## src/rtl/ttbm_pkg.sv

```systemverilog
// Shared types and constants for the tunnel best-match table.
`default_nettype none

package ttbm_pkg;

   // Request operation codes
   typedef enum logic [1:0] {
      FUNC_INSERT = 2'd0,
      FUNC_REMOVE = 2'd1,
      FUNC_SET_UP = 2'd2,
      FUNC_LOOKUP = 2'd3
   } func_type;

   // Sequencer states
   typedef enum logic [2:0] {
      ST_IDLE,
      ST_RANK,
      ST_RWAIT,
      ST_SWEEP,
      ST_DRAIN,
      ST_APPLY,
      ST_DONE
   } state_type;

   // Best score value meaning "no candidate yet"
   localparam logic [3:0] NO_CAND_SCORE = 4'd8;

   // Score bits
   localparam int SCORE_LOCAL_BIT = 0;
   localparam int SCORE_LINK_BIT  = 1;
   localparam int SCORE_TYPE_BIT  = 2;

   // Result of scoring one entry against the query
   typedef struct packed {
      logic       cand;    // entry is live and remote/key match
      logic [2:0] score;   // mismatch bits
      logic       better;  // beats the current best
   } match_type;

endpackage

`default_nettype wire

```

## src/rtl/ttbm_ram.sv

```systemverilog
// Generic single-write, single-read RAM with registered read data.
`default_nettype none

module ttbm_ram #(
   parameter int WIDTH = 8,
   parameter int DEPTH = 16
) (
   input  wire logic                     clock,
   input  wire logic                     wr_en,
   input  wire logic [$clog2(DEPTH)-1:0] wr_addr,
   input  wire logic [WIDTH-1:0]         wr_data,
   input  wire logic [$clog2(DEPTH)-1:0] rd_addr,
   output logic      [WIDTH-1:0]         rd_data
);

   logic [WIDTH-1:0] mem_ff [DEPTH];

   // write port
   always_ff @(posedge clock) begin
      if (wr_en) begin
         mem_ff[wr_addr] <= wr_data;
      end
   end

   // registered read port
   always_ff @(posedge clock) begin
      rd_data <= mem_ff[rd_addr];
   end

endmodule

`default_nettype wire

```

## src/rtl/ttbm_match.sv

```systemverilog
// Scores one table entry against the query and compares it with the best so far.
`default_nettype none

module ttbm_match
   import ttbm_pkg::*;
#(
   parameter int LINK_W = 16,
   parameter int RANK_W = 4
) (
   input  wire logic              entry_live,
   input  wire logic [31:0]       entry_remote,
   input  wire logic [31:0]       entry_local,
   input  wire logic [31:0]       entry_key,
   input  wire logic [LINK_W-1:0] entry_link,
   input  wire logic              entry_ether,
   input  wire logic [RANK_W-1:0] entry_rank,
   input  wire logic [31:0]       query_remote,
   input  wire logic [31:0]       query_local,
   input  wire logic [31:0]       query_key,
   input  wire logic [LINK_W-1:0] query_link,
   input  wire logic [3:0]        best_score,
   input  wire logic [RANK_W-1:0] best_rank,
   output match_type              result
);

   logic [2:0] score;

   // mismatch bits
   always_comb begin
      score                  = '0;
      score[SCORE_LOCAL_BIT] = (entry_local != query_local);
      score[SCORE_LINK_BIT]  = (entry_link != query_link);
      score[SCORE_TYPE_BIT]  = !entry_ether;
   end

   // lower score wins, ties go to the newer (lower rank) entry
   always_comb begin
      result.cand   = entry_live && (entry_remote == query_remote)
                      && (entry_key == query_key);
      result.score  = score;
      result.better = result.cand
                      && (({1'b0, score} < best_score)
                          || (({1'b0, score} == best_score) && (entry_rank < best_rank)));
   end

endmodule

`default_nettype wire

```

## src/rtl/tunnel_table_best_match_core.sv

```systemverilog
// Top level of the tunnel match table with best-match lookup.
//
//  channel | direction | handshake           | payload
//  req_    | in        | req_valid/req_ready | func, slot, addresses, key, link, flags
//  rsp_    | out       | rsp_valid/rsp_ready | hit, hit_slot, mismatch_score
//
// Lookup: one entry per cycle through the entry RAM read port and the shared
// scoring unit, then a drain state before the result is loaded.
// Insert/remove of a valid slot: rank read, rank sweep, then commit (entry write for insert);
// insert of a free slot: sweep, then commit; set-up and ignored requests go straight to the result.
// The next request is taken in the cycle after the result is loaded.
// Reset clears the valid and up bits, the sequencer state and the result valid; no clearing pass is needed.
// A finished result sits in the output register; the next request is taken while
// it waits, and that request stalls at its end until the output register frees.
`default_nettype none

module tunnel_table_best_match_core
   import ttbm_pkg::*;
#(
   parameter int SLOTS     = 16,
   parameter int LINK_BITS = 16
) (
   input  wire logic        clock,
   input  wire logic        reset,
   input  wire logic        req_valid,
   output logic             req_ready,
   input  wire logic [1:0]  req_func,
   input  wire logic [3:0]  req_slot,
   input  wire logic [31:0] req_remote_addr,
   input  wire logic [31:0] req_local_addr,
   input  wire logic [31:0] req_tunnel_key,
   input  wire logic [15:0] req_link_index,
   input  wire logic        req_up_flag,
   input  wire logic        req_ether_flag,
   output logic             rsp_valid,
   input  wire logic        rsp_ready,
   output logic             rsp_hit,
   output logic [3:0]       rsp_hit_slot,
   output logic [2:0]       rsp_mismatch_score
);

   localparam int SW = $clog2(SLOTS);
   localparam int RW = SW;
   localparam int LW = (LINK_BITS < 16) ? LINK_BITS : 16;
   localparam int DW = 96 + LW + 1;
   localparam logic [SW-1:0] LAST_SLOT = SW'(SLOTS - 1);

   state_type state_ff, state_in;

   // request being worked on
   func_type       op_func_ff;
   logic [SW-1:0]  op_slot_ff;
   logic [31:0]    op_remote_ff;
   logic [31:0]    op_local_ff;
   logic [31:0]    op_key_ff;
   logic [LW-1:0]  op_link_ff;
   logic           op_up_ff;
   logic           op_ether_ff;
   logic           has_old_ff;
   logic [RW-1:0]  old_rank_ff;

   // sweep control
   logic [SW-1:0]  cnt_ff;
   logic           proc_ff;
   logic [SW-1:0]  proc_idx_ff;

   // best candidate
   logic [3:0]     best_score_ff;
   logic [SW-1:0]  best_slot_ff;
   logic [RW-1:0]  best_rank_ff;

   // table flags
   logic [SLOTS-1:0] valid_ff;
   logic [SLOTS-1:0] up_ff;

   // result register
   logic           rsp_valid_ff;
   logic           rsp_hit_ff;
   logic [3:0]     rsp_hit_slot_ff;
   logic [2:0]     rsp_score_ff;

   // decoded request
   func_type       req_op;
   logic [SW-1:0]  req_idx;
   logic           req_in_range;
   logic           accept;
   logic           out_free;

   // RAM ports
   logic           data_wr_en;
   logic [DW-1:0]  data_wr_data;
   logic [DW-1:0]  data_rd_data;
   logic           rank_wr_en;
   logic [SW-1:0]  rank_wr_addr;
   logic [RW-1:0]  rank_wr_data;
   logic [SW-1:0]  rank_rd_addr;
   logic [RW-1:0]  rank_rd_data;

   // unpacked entry
   logic [31:0]    ent_remote;
   logic [31:0]    ent_local;
   logic [31:0]    ent_key;
   logic [LW-1:0]  ent_link;
   logic           ent_ether;
   match_type      match;
   logic           rank_dec;

   assign req_op       = func_type'(req_func);
   assign req_idx      = SW'(req_slot);
   assign req_in_range = (32'(req_slot) < 32'(SLOTS));
   assign accept       = req_valid && req_ready;
   assign out_free     = !rsp_valid_ff || rsp_ready;

   assign rsp_valid          = rsp_valid_ff;
   assign rsp_hit            = rsp_hit_ff;
   assign rsp_hit_slot       = rsp_hit_slot_ff;
   assign rsp_mismatch_score = rsp_score_ff;

   // entry storage: remote, local, key, link, ether
   assign data_wr_data = {op_remote_ff, op_local_ff, op_key_ff, op_link_ff, op_ether_ff};
   assign ent_ether    = data_rd_data[0];
   assign ent_link     = data_rd_data[LW:1];
   assign ent_key      = data_rd_data[LW+32:LW+1];
   assign ent_local    = data_rd_data[LW+64:LW+33];
   assign ent_remote   = data_rd_data[LW+96:LW+65];

   ttbm_ram #(
      .WIDTH (DW),
      .DEPTH (SLOTS)
   ) u_data_ram (
      .clock   (clock),
      .wr_en   (data_wr_en),
      .wr_addr (op_slot_ff),
      .wr_data (data_wr_data),
      .rd_addr (cnt_ff),
      .rd_data (data_rd_data)
   );

   ttbm_ram #(
      .WIDTH (RW),
      .DEPTH (SLOTS)
   ) u_rank_ram (
      .clock   (clock),
      .wr_en   (rank_wr_en),
      .wr_addr (rank_wr_addr),
      .wr_data (rank_wr_data),
      .rd_addr (rank_rd_addr),
      .rd_data (rank_rd_data)
   );

   // shared scoring unit
   ttbm_match #(
      .LINK_W (LW),
      .RANK_W (RW)
   ) u_match (
      .entry_live   (valid_ff[proc_idx_ff] && up_ff[proc_idx_ff]),
      .entry_remote (ent_remote),
      .entry_local  (ent_local),
      .entry_key    (ent_key),
      .entry_link   (ent_link),
      .entry_ether  (ent_ether),
      .entry_rank   (rank_rd_data),
      .query_remote (op_remote_ff),
      .query_local  (op_local_ff),
      .query_key    (op_key_ff),
      .query_link   (op_link_ff),
      .best_score   (best_score_ff),
      .best_rank    (best_rank_ff),
      .result       (match)
   );

   // next state
   always_comb begin
      state_in = state_ff;
      unique case (state_ff)
         ST_IDLE: begin
            if (req_valid) begin
               priority if (req_op == FUNC_LOOKUP) begin
                  state_in = ST_SWEEP;
               end else if (!req_in_range || req_op == FUNC_SET_UP) begin
                  state_in = ST_DONE;
               end else if (valid_ff[req_idx]) begin
                  state_in = ST_RANK;
               end else if (req_op == FUNC_INSERT) begin
                  state_in = ST_SWEEP;
               end else begin
                  state_in = ST_DONE;
               end
            end
         end
         ST_RANK:  state_in = ST_RWAIT;
         ST_RWAIT: state_in = ST_SWEEP;
         ST_SWEEP: begin
            if (cnt_ff == LAST_SLOT) begin
               state_in = ST_DRAIN;
            end
         end
         ST_DRAIN: state_in = (op_func_ff == FUNC_LOOKUP) ? ST_DONE : ST_APPLY;
         ST_APPLY: state_in = ST_DONE;
         ST_DONE: begin
            if (out_free) begin
               state_in = ST_IDLE;
            end
         end
         default: state_in = ST_IDLE;
      endcase
   end

   // rank adjust during an insert/remove sweep: close the gap of the old entry
   assign rank_dec = has_old_ff && (rank_rd_data > old_rank_ff);

   // outputs of the sequencer
   always_comb begin
      req_ready    = (state_ff == ST_IDLE);
      data_wr_en   = (state_ff == ST_APPLY) && (op_func_ff == FUNC_INSERT);
      rank_rd_addr = (state_ff == ST_RANK) ? op_slot_ff : cnt_ff;
      rank_wr_en   = 1'b0;
      rank_wr_addr = proc_idx_ff;
      rank_wr_data = rank_rd_data + RW'(op_func_ff == FUNC_INSERT) - RW'(rank_dec);
      if (data_wr_en) begin
         rank_wr_en   = 1'b1;
         rank_wr_addr = op_slot_ff;
         rank_wr_data = '0;
      end else if (proc_ff && op_func_ff != FUNC_LOOKUP) begin
         rank_wr_en = valid_ff[proc_idx_ff] && (proc_idx_ff != op_slot_ff);
      end
   end

   // control registers
   always_ff @(posedge clock) begin
      if (reset) begin
         state_ff     <= ST_IDLE;
         proc_ff      <= 1'b0;
         valid_ff     <= '0;
         up_ff        <= '0;
         rsp_valid_ff <= 1'b0;
      end else begin
         state_ff <= state_in;
         proc_ff  <= (state_ff == ST_SWEEP);
         // set-up takes effect at accept
         if (accept && req_in_range && req_op == FUNC_SET_UP) begin
            up_ff[req_idx] <= req_up_flag;
         end
         // commit insert or remove
         if (state_ff == ST_APPLY) begin
            valid_ff[op_slot_ff] <= (op_func_ff == FUNC_INSERT);
            up_ff[op_slot_ff]    <= (op_func_ff == FUNC_INSERT) && op_up_ff;
         end
         if (state_ff == ST_DONE && out_free) begin
            rsp_valid_ff <= 1'b1;
         end else if (rsp_ready) begin
            rsp_valid_ff <= 1'b0;
         end
      end
   end

   // datapath registers
   always_ff @(posedge clock) begin
      if (accept) begin
         op_func_ff    <= req_op;
         op_slot_ff    <= req_idx;
         op_remote_ff  <= req_remote_addr;
         op_local_ff   <= req_local_addr;
         op_key_ff     <= req_tunnel_key;
         op_link_ff    <= req_link_index[LW-1:0];
         op_up_ff      <= req_up_flag;
         op_ether_ff   <= req_ether_flag;
         has_old_ff    <= req_in_range && valid_ff[req_idx];
         cnt_ff        <= '0;
         best_score_ff <= NO_CAND_SCORE;
         best_slot_ff  <= '0;
         best_rank_ff  <= '0;
      end
      if (state_ff == ST_RWAIT) begin
         old_rank_ff <= rank_rd_data;
      end
      if (state_ff == ST_SWEEP) begin
         cnt_ff <= cnt_ff + 1'b1;
      end
      proc_idx_ff <= cnt_ff;
      // keep the best lookup candidate
      if (proc_ff && op_func_ff == FUNC_LOOKUP && match.better) begin
         best_score_ff <= {1'b0, match.score};
         best_slot_ff  <= proc_idx_ff;
         best_rank_ff  <= rank_rd_data;
      end
      // load the result
      if (state_ff == ST_DONE && out_free) begin
         if (op_func_ff == FUNC_LOOKUP && best_score_ff < NO_CAND_SCORE) begin
            rsp_hit_ff      <= 1'b1;
            rsp_hit_slot_ff <= 4'(best_slot_ff);
            rsp_score_ff    <= best_score_ff[2:0];
         end else begin
            rsp_hit_ff      <= 1'b0;
            rsp_hit_slot_ff <= '0;
            rsp_score_ff    <= '0;
         end
      end
   end

endmodule

`default_nettype wire

```

## config.mk

```make
export PLATFORM = sky130hd
export DESIGN_NAME = tunnel_table_best_match_core
export DESIGN_NICKNAME = d
export VERILOG_FILES = /design/src/rtl/ttbm_pkg.sv /design/src/rtl/ttbm_ram.sv /design/src/rtl/ttbm_match.sv /design/src/rtl/tunnel_table_best_match_core.sv
export SDC_FILE = /design/constraint.sdc
export NUM_CORES = 2
export LEC_CHECK = 0
export BUFFER_PORTS_ARGS = -buffer_cell sky130_fd_sc_hd__buf_2
export CAP_MARGIN = 20
export CORE_UTILIZATION = 56
export CTS_CLUSTER_DIAMETER = 50
export DETAILED_ROUTE_END_ITERATION = 10
export GPL_ROUTABILITY_DRIVEN = 0
export PLACE_DENSITY_LB_ADDON = 0.3
export SYNTH_ARGS = -nofsm -noshare
export SYNTH_HDL_FRONTEND = slang
export SYNTH_SLANG_ARGS = --single-unit
```

## constraint.sdc

```tcl
create_clock -name clock -period 11.7 [get_ports clock]
set_input_delay 0.585 -clock clock [delete_from_list [all_inputs] [get_ports clock]]
set_output_delay 0.585 -clock clock [all_outputs]
set_load 0.05 [all_outputs]
```

== Yosys cells after proc, flatten, opt, wreduce, memory -nomap -nowiden ==
Memory sizes are Yosys's and may differ from the RTL's. A register that Yosys moved wholly into a read port is not among the register bits.
Index checks and enable logic that the tools add are counted.
Storage, ports and cells
  bits of input ports: 124
  flip-flop bits (word level): 190
  logic and storage cells: 130
  memories: 2
  bits in writable memories: 1872
  output and inout bits: 10
Memories
  u_data_ram.mem_ff: words 16, width 113, rd ports 1, clocked after memory_dff 1, write ports 1, RTL line ttbm_ram.sv:16  | logic [WIDTH-1:0] mem_ff [DEPTH];
  u_rank_ram.mem_ff: words 16, width 4, rd ports 1, clocked after memory_dff 1, write ports 1, RTL line ttbm_ram.sv:16
Operators by class
  equality and inequality tests: 20
  reductions and logical operators: 29
  $add $sub $neg: 3
  magnitude comparators: 9
  mux-type cells: 43
Operators with widths (number)
  $eq 32x32->1: 2
  $bwmux 16: 3
  $mux 16: 3
  $ne 32x32->1: 1
  $mux 4: 7
  $mux 3: 9
  $pmux 3 s7: 1
  $logic_and 1x1->1: 18
  $ne 16x16->1: 1
  $lt 4x5->1 const B: 3
  $mux 1: 14
  $bmux 1 s4: 3
  $eq 3x3->1 const B: 3
  $demux 1 s4: 2
  $ge 4x1->1 const B: 2
  $ne 2x2->1 const B: 4
  $eq 2x2->1 const B: 3
  $eq 3x2->1 const B: 2
  $reduce_bool 2->1: 3
  $add 4x1->4: 1
  $add 4x1->4 const B: 1
  $eq 3x4->1: 1
  $eq 4x4->1 const B: 1
  $gt 4x4->1: 1
  12 further kinds: 15

== Depth between registers and ports, before layout ==
  depth after elaboration: 9
  mapped depth: 14
  gate-level depth less buffers: 14

== Hierarchy ==
Synthesis repeated with hierarchy kept, for this count alone.
Unflattened totals
  cell total of the unflattened synthesis: 3692
  area, all modules: 81394.3 sq um
By module, submodules not included
  ttbm_ram at u_data_ram: sequential area each 56554.2 sq um, instances 1, area an instance 69790.7 sq um, cells each 2890
  tunnel_table_best_match_core: sequential area each 5285.1 sq um, instances 1, area an instance 7521.0 sq um, cells each 489
  ttbm_ram at u_rank_ram: sequential area each 2001.9 sq um, instances 1, area an instance 2666.3 sq um, cells each 130
  ttbm_match: sequential area each 0.0 sq um, instances 1, area an instance 1416.4 sq um, cells each 183

== Worst setup path after synthesis ==
OpenSTA, ideal clock, no wires.
  path type: reg2reg
  start: register state_ff[2]
  end: memory u_data_ram.mem_ff[1][0] (netlist bit), enable pin
  clock period less this slack: 12.692 ns
  buffers on the path: 1
  stages on the path, launching flop included: 6
  setup slack: -0.992 ns
  library setup time: 0.862 ns
  data arrival time: 11.830 ns
  data required time: 10.838 ns
  cell sequence: dfxtp_1 -> clkbuf_1 -> nand3b_1 -> nor2_1 -> nand2_1 -> nor4_1
On the way
  cells in the longest elaborated chain, start to end: 4
Ends and longest elaborated chain
  start: declaration: RTL line tunnel_table_best_match_core.sv:48  | state_type state_ff, state_in;
  start signal: assignment: RTL line tunnel_table_best_match_core.sv:238  | state_ff <= state_in;
  $eq 3x3->1: RTL line tunnel_table_best_match_core.sv:215  | data_wr_en = (state_ff == ST_APPLY) && (op_func_ff == FUNC_INSERT);
  $logic_and 1x1->1: RTL line tunnel_table_best_match_core.sv:215
  $mux 1: RTL line ttbm_ram.sv:20  | if (wr_en) begin
  $mux 1 (implied by the code): RTL line ttbm_ram.sv:21  | mem_ff[wr_addr] <= wr_data;
  end: declaration: RTL line ttbm_ram.sv:16
No other way between the ends.

== Worst setup path in the final report ==
  start: register state_ff[2]
  end: memory u_data_ram.mem_ff[10][22] (netlist bit), enable pin
Same word-level chain as after synthesis.

==> out/metrics.cfg <==
[setup_path]
rr_worst_depth=6
worst_setup_path_end_kind=flip-flop
path_common_cell=buf_4
cp_num_cells=6
critPathBufInv=2
reg2reg_to=u_data_ram.mem_ff[10][22]$_DFFE_PP_
crit_family=simple AND/OR/NAND/NOR gates
slowest_stage=buf_4
rrSetupSlack_ps=6900
required_ps=12130
path_class=flip-flop to flip-flop
reg2reg_from=state_ff[2]$_SDFFE_PP0P_
arrival_ps=5220
path_cells=nand3b_1 > nor3_1 > nand2_1 > nor2_4 > buf_4 > buf_4
crit_fanout=49
max_stage_delay_ps=900
start_kind=flip-flop

[timing]
rsz0062_at_grt=no
maxSlewViolCount=0
skew_ps=31.6
tightestPinTransition_ps=1120
finalHoldViolations=0
fmax_mhz=208
relSlewSlack_pct=25.0
setup-violations-final=0
tns_ps=0
period_share_pct=41.0
fin_crit_ps=4800

[synth]
synthArstFlopShare_pct=0
avgSynthCellArea_sq_um=23.6
synth_edf_count=2020
synth_cell_type_count=49
ys_ff_latch=2179
synth_largest_area_cell=edfxtp_1
synth.area.top_cells=edfxtp_1 75%, mux4_2 16%, dfxtp_1 3.9%
syn_inst=3450
yosys_most_used_dff=edfxtp_1
yosysWarnings=0
synth_nets=3590
yosysSeqAreaShare_pct=78.5
synth_area_sq_mm=0.0813
synth_top_area_share_pct=74.6

[floorplanning]
pin_count=134
die_h_microns=383
num_rows=139
die_area_sq_mm=0.147
coreArea_sq_mm=0.144
start_util_pct=56.5
die_w_microns=383

[global_route]
grt_use_total_pct=23.8
grt_pass1_vias=37200
antenna_found_initial=7
grt_pass1_wl_microns=251000
grt_overflow=0
grt_max_degree=155

[clock_tree]
htree_levels=4
root_buffer=clkbuf_16
cts_tree=yes
clock_latency_ps=830
path_clk_slew_ps=60
numCtsBuffers=207
clk_path_buf_depth=3
clock_sinks=2179

[detailed_routing]
via_count=36700
postRouteAntennaNets=0
top_layer_used=met5
firstDrtPassIters=8
avgRoutedWirePerCell_microns=29.2
met1_length_microns=70700
wl_met2_microns=83900
drc_errors=15
drtIter0Drc=4255
route.met3.wl_microns=13500
wl_microns=172000
avgViaCountPerCell=6.23

[hold_path]
hold_class=input port to flip-flop
hp-start=req_slot[0]
holdPathEnd=op_slot_ff[0]$_DFFE_PP_
hold_depth=1

[run_status]
violations=design-rule violations
status=finished, violations left

[finish]
fillCellCount=9135
drive_above_1_share_pct=27.9
layout_common_cells=2,020 x edfxtp_1, 580 x mux4_2, 210 x clkbuf_16, 159 x dfxtp_1, 133 x buf_2
utilization_pct=64.2
fin_nets=3934
area_growth_pct=13.5
final_common_cell=edfxtp_1

[power]
leakagePower_uw=0.0292
power_density_mw_per_mm2=199
ir_drop_uv=115

[job]
maxCapViolCount=0

[placement]
portBuffers=133
dpl.hpwl_microns=82600

==> layout make-up <==
class | count | area [sq um] | area share [%]
Inverter | 25 | 116 | 0.126
Timing Repair Buffer | 291 | 2300 | 2.49
Sequential cell | 2179 | 63800 | 69.2
Clock buffer | 285 | 5770 | 6.25
Multi-Input combinational cell | 1090 | 16900 | 18.3
Antenna cell | 5 | 12.5 | 0.0136
Clock inverter | 108 | 1010 | 1.09
Tap cell | 1903 | 2380 | 2.58
==> Yosys cell counts (2+ instances only) <==
cell / count
ha_1: 15
a31oi_1: 4
buf_1: 25
a211oi_1: 25
a21oi_1: 23
buf_6: 2
o211a_1: 2
and2_1: 18
o21ai_0: 13
nand4_1: 10
nor4b_2: 2
or2_2: 4
dfxtp_1: 159
nand2_1: 35
mux2i_1: 27
mux4_1: 9
nor2_1: 93
nor2b_1: 12
nand4b_1: 2
a32oi_2: 2
nand3b_1: 6
mux4_2: 580
xnor2_1: 8
inv_1: 24
clkbuf_1: 94
a21o_1: 2
nor4_1: 29
mux2_2: 10
nor3_1: 14
buf_2: 34
nand3_1: 8
edfxtp_1: 2020
o31a_1: 2
nand2b_1: 10
xor2_1: 113
==> power by group <==
part	internal, uW	switching, uW	total (uW)
clock network	3790	2830	6620
logic	1060	1140	2210
registers	9100	399	9500
==> flip-flops by register name, indices dropped and copies added (netlist names), 2 cells and up <==
signal / cells
u_data_ram.mem_ff: 1808
u_data_ram.rd_data: 113
u_rank_ram.mem_ff: 64
op_key_ff: 32
op_local_ff: 32
op_remote_ff: 32
op_link_ff: 16
up_ff: 16
valid_ff: 16
best_rank_ff: 4
best_score_ff: 4
best_slot_ff: 4
cnt_ff: 4
old_rank_ff: 4
op_slot_ff: 4
proc_idx_ff: 4
rsp_hit_slot: 4
u_rank_ram.rd_data: 4
rsp_mismatch_score: 3
state_ff: 3
op_func_ff: 2
==> cells by family after synthesis <==
logic type	Yosys count	share of synthesized area, %
flops	2179	78.5
mux	626	16.8
simple gates	248	1.55
buf+inv	181	0.911
xor+xnor	121	1.30
compound gates	79	0.646
fa+ha+maj	16	0.255
==> what timing repair did <==
action	CTS	global route
hold endpoints to repair	114	0
buffers inserted	0	0
hold buffers	114	0
gates resized for setup	0	0
==> metal layers <==
layer  track usage [%]  up-vias
li1                  -    15300
met1              34.9    19500
met2              37.5     1646
met3              4.05      232
met4              6.97        2
met5                 0        -
==> per-stage QoR <==
| step | hold slack, ps | worst slack (ps) | std cells | instance area, sq um | total power (uW) |
|---|---|---|---|---|---|
| floorplan | 346 | 2140 | 3450 | 81300 | 11100 |
| global placement | 428 | 6950 | 5373 | 84400 | 11800 |
| detailed placement | 436 | 6900 | 5373 | 84400 | 11800 |
| CTS | 32.4 | 6880 | 5880 | 92300 | 18500 |
| global route | 73.6 | 6720 | 5881 | 92300 | 18900 |
| finish | 109 | 6900 | 5886 | 92300 | 18300 |
==> worst max-delay path by stage <==
stage / start / endpoint
2_1_floorplan: state_ff[2]$_SDFFE_PP0P_ / u_data_ram.mem_ff[13][0]$_DFFE_PP_
3_3_place_gp: state_ff[2]$_SDFFE_PP0P_ / u_data_ram.mem_ff[10][45]$_DFFE_PP_
3_5_place_dp: state_ff[2]$_SDFFE_PP0P_ / u_data_ram.mem_ff[10][45]$_DFFE_PP_
4_1_cts: state_ff[2]$_SDFFE_PP0P_ / u_data_ram.mem_ff[10][91]$_DFFE_PP_
5_1_grt: state_ff[2]$_SDFFE_PP0P_ / u_data_ram.mem_ff[10][91]$_DFFE_PP_
6_report: state_ff[2]$_SDFFE_PP0P_ / u_data_ram.mem_ff[10][22]$_DFFE_PP_
No activity file was read; power rests on OpenSTA's default activity.
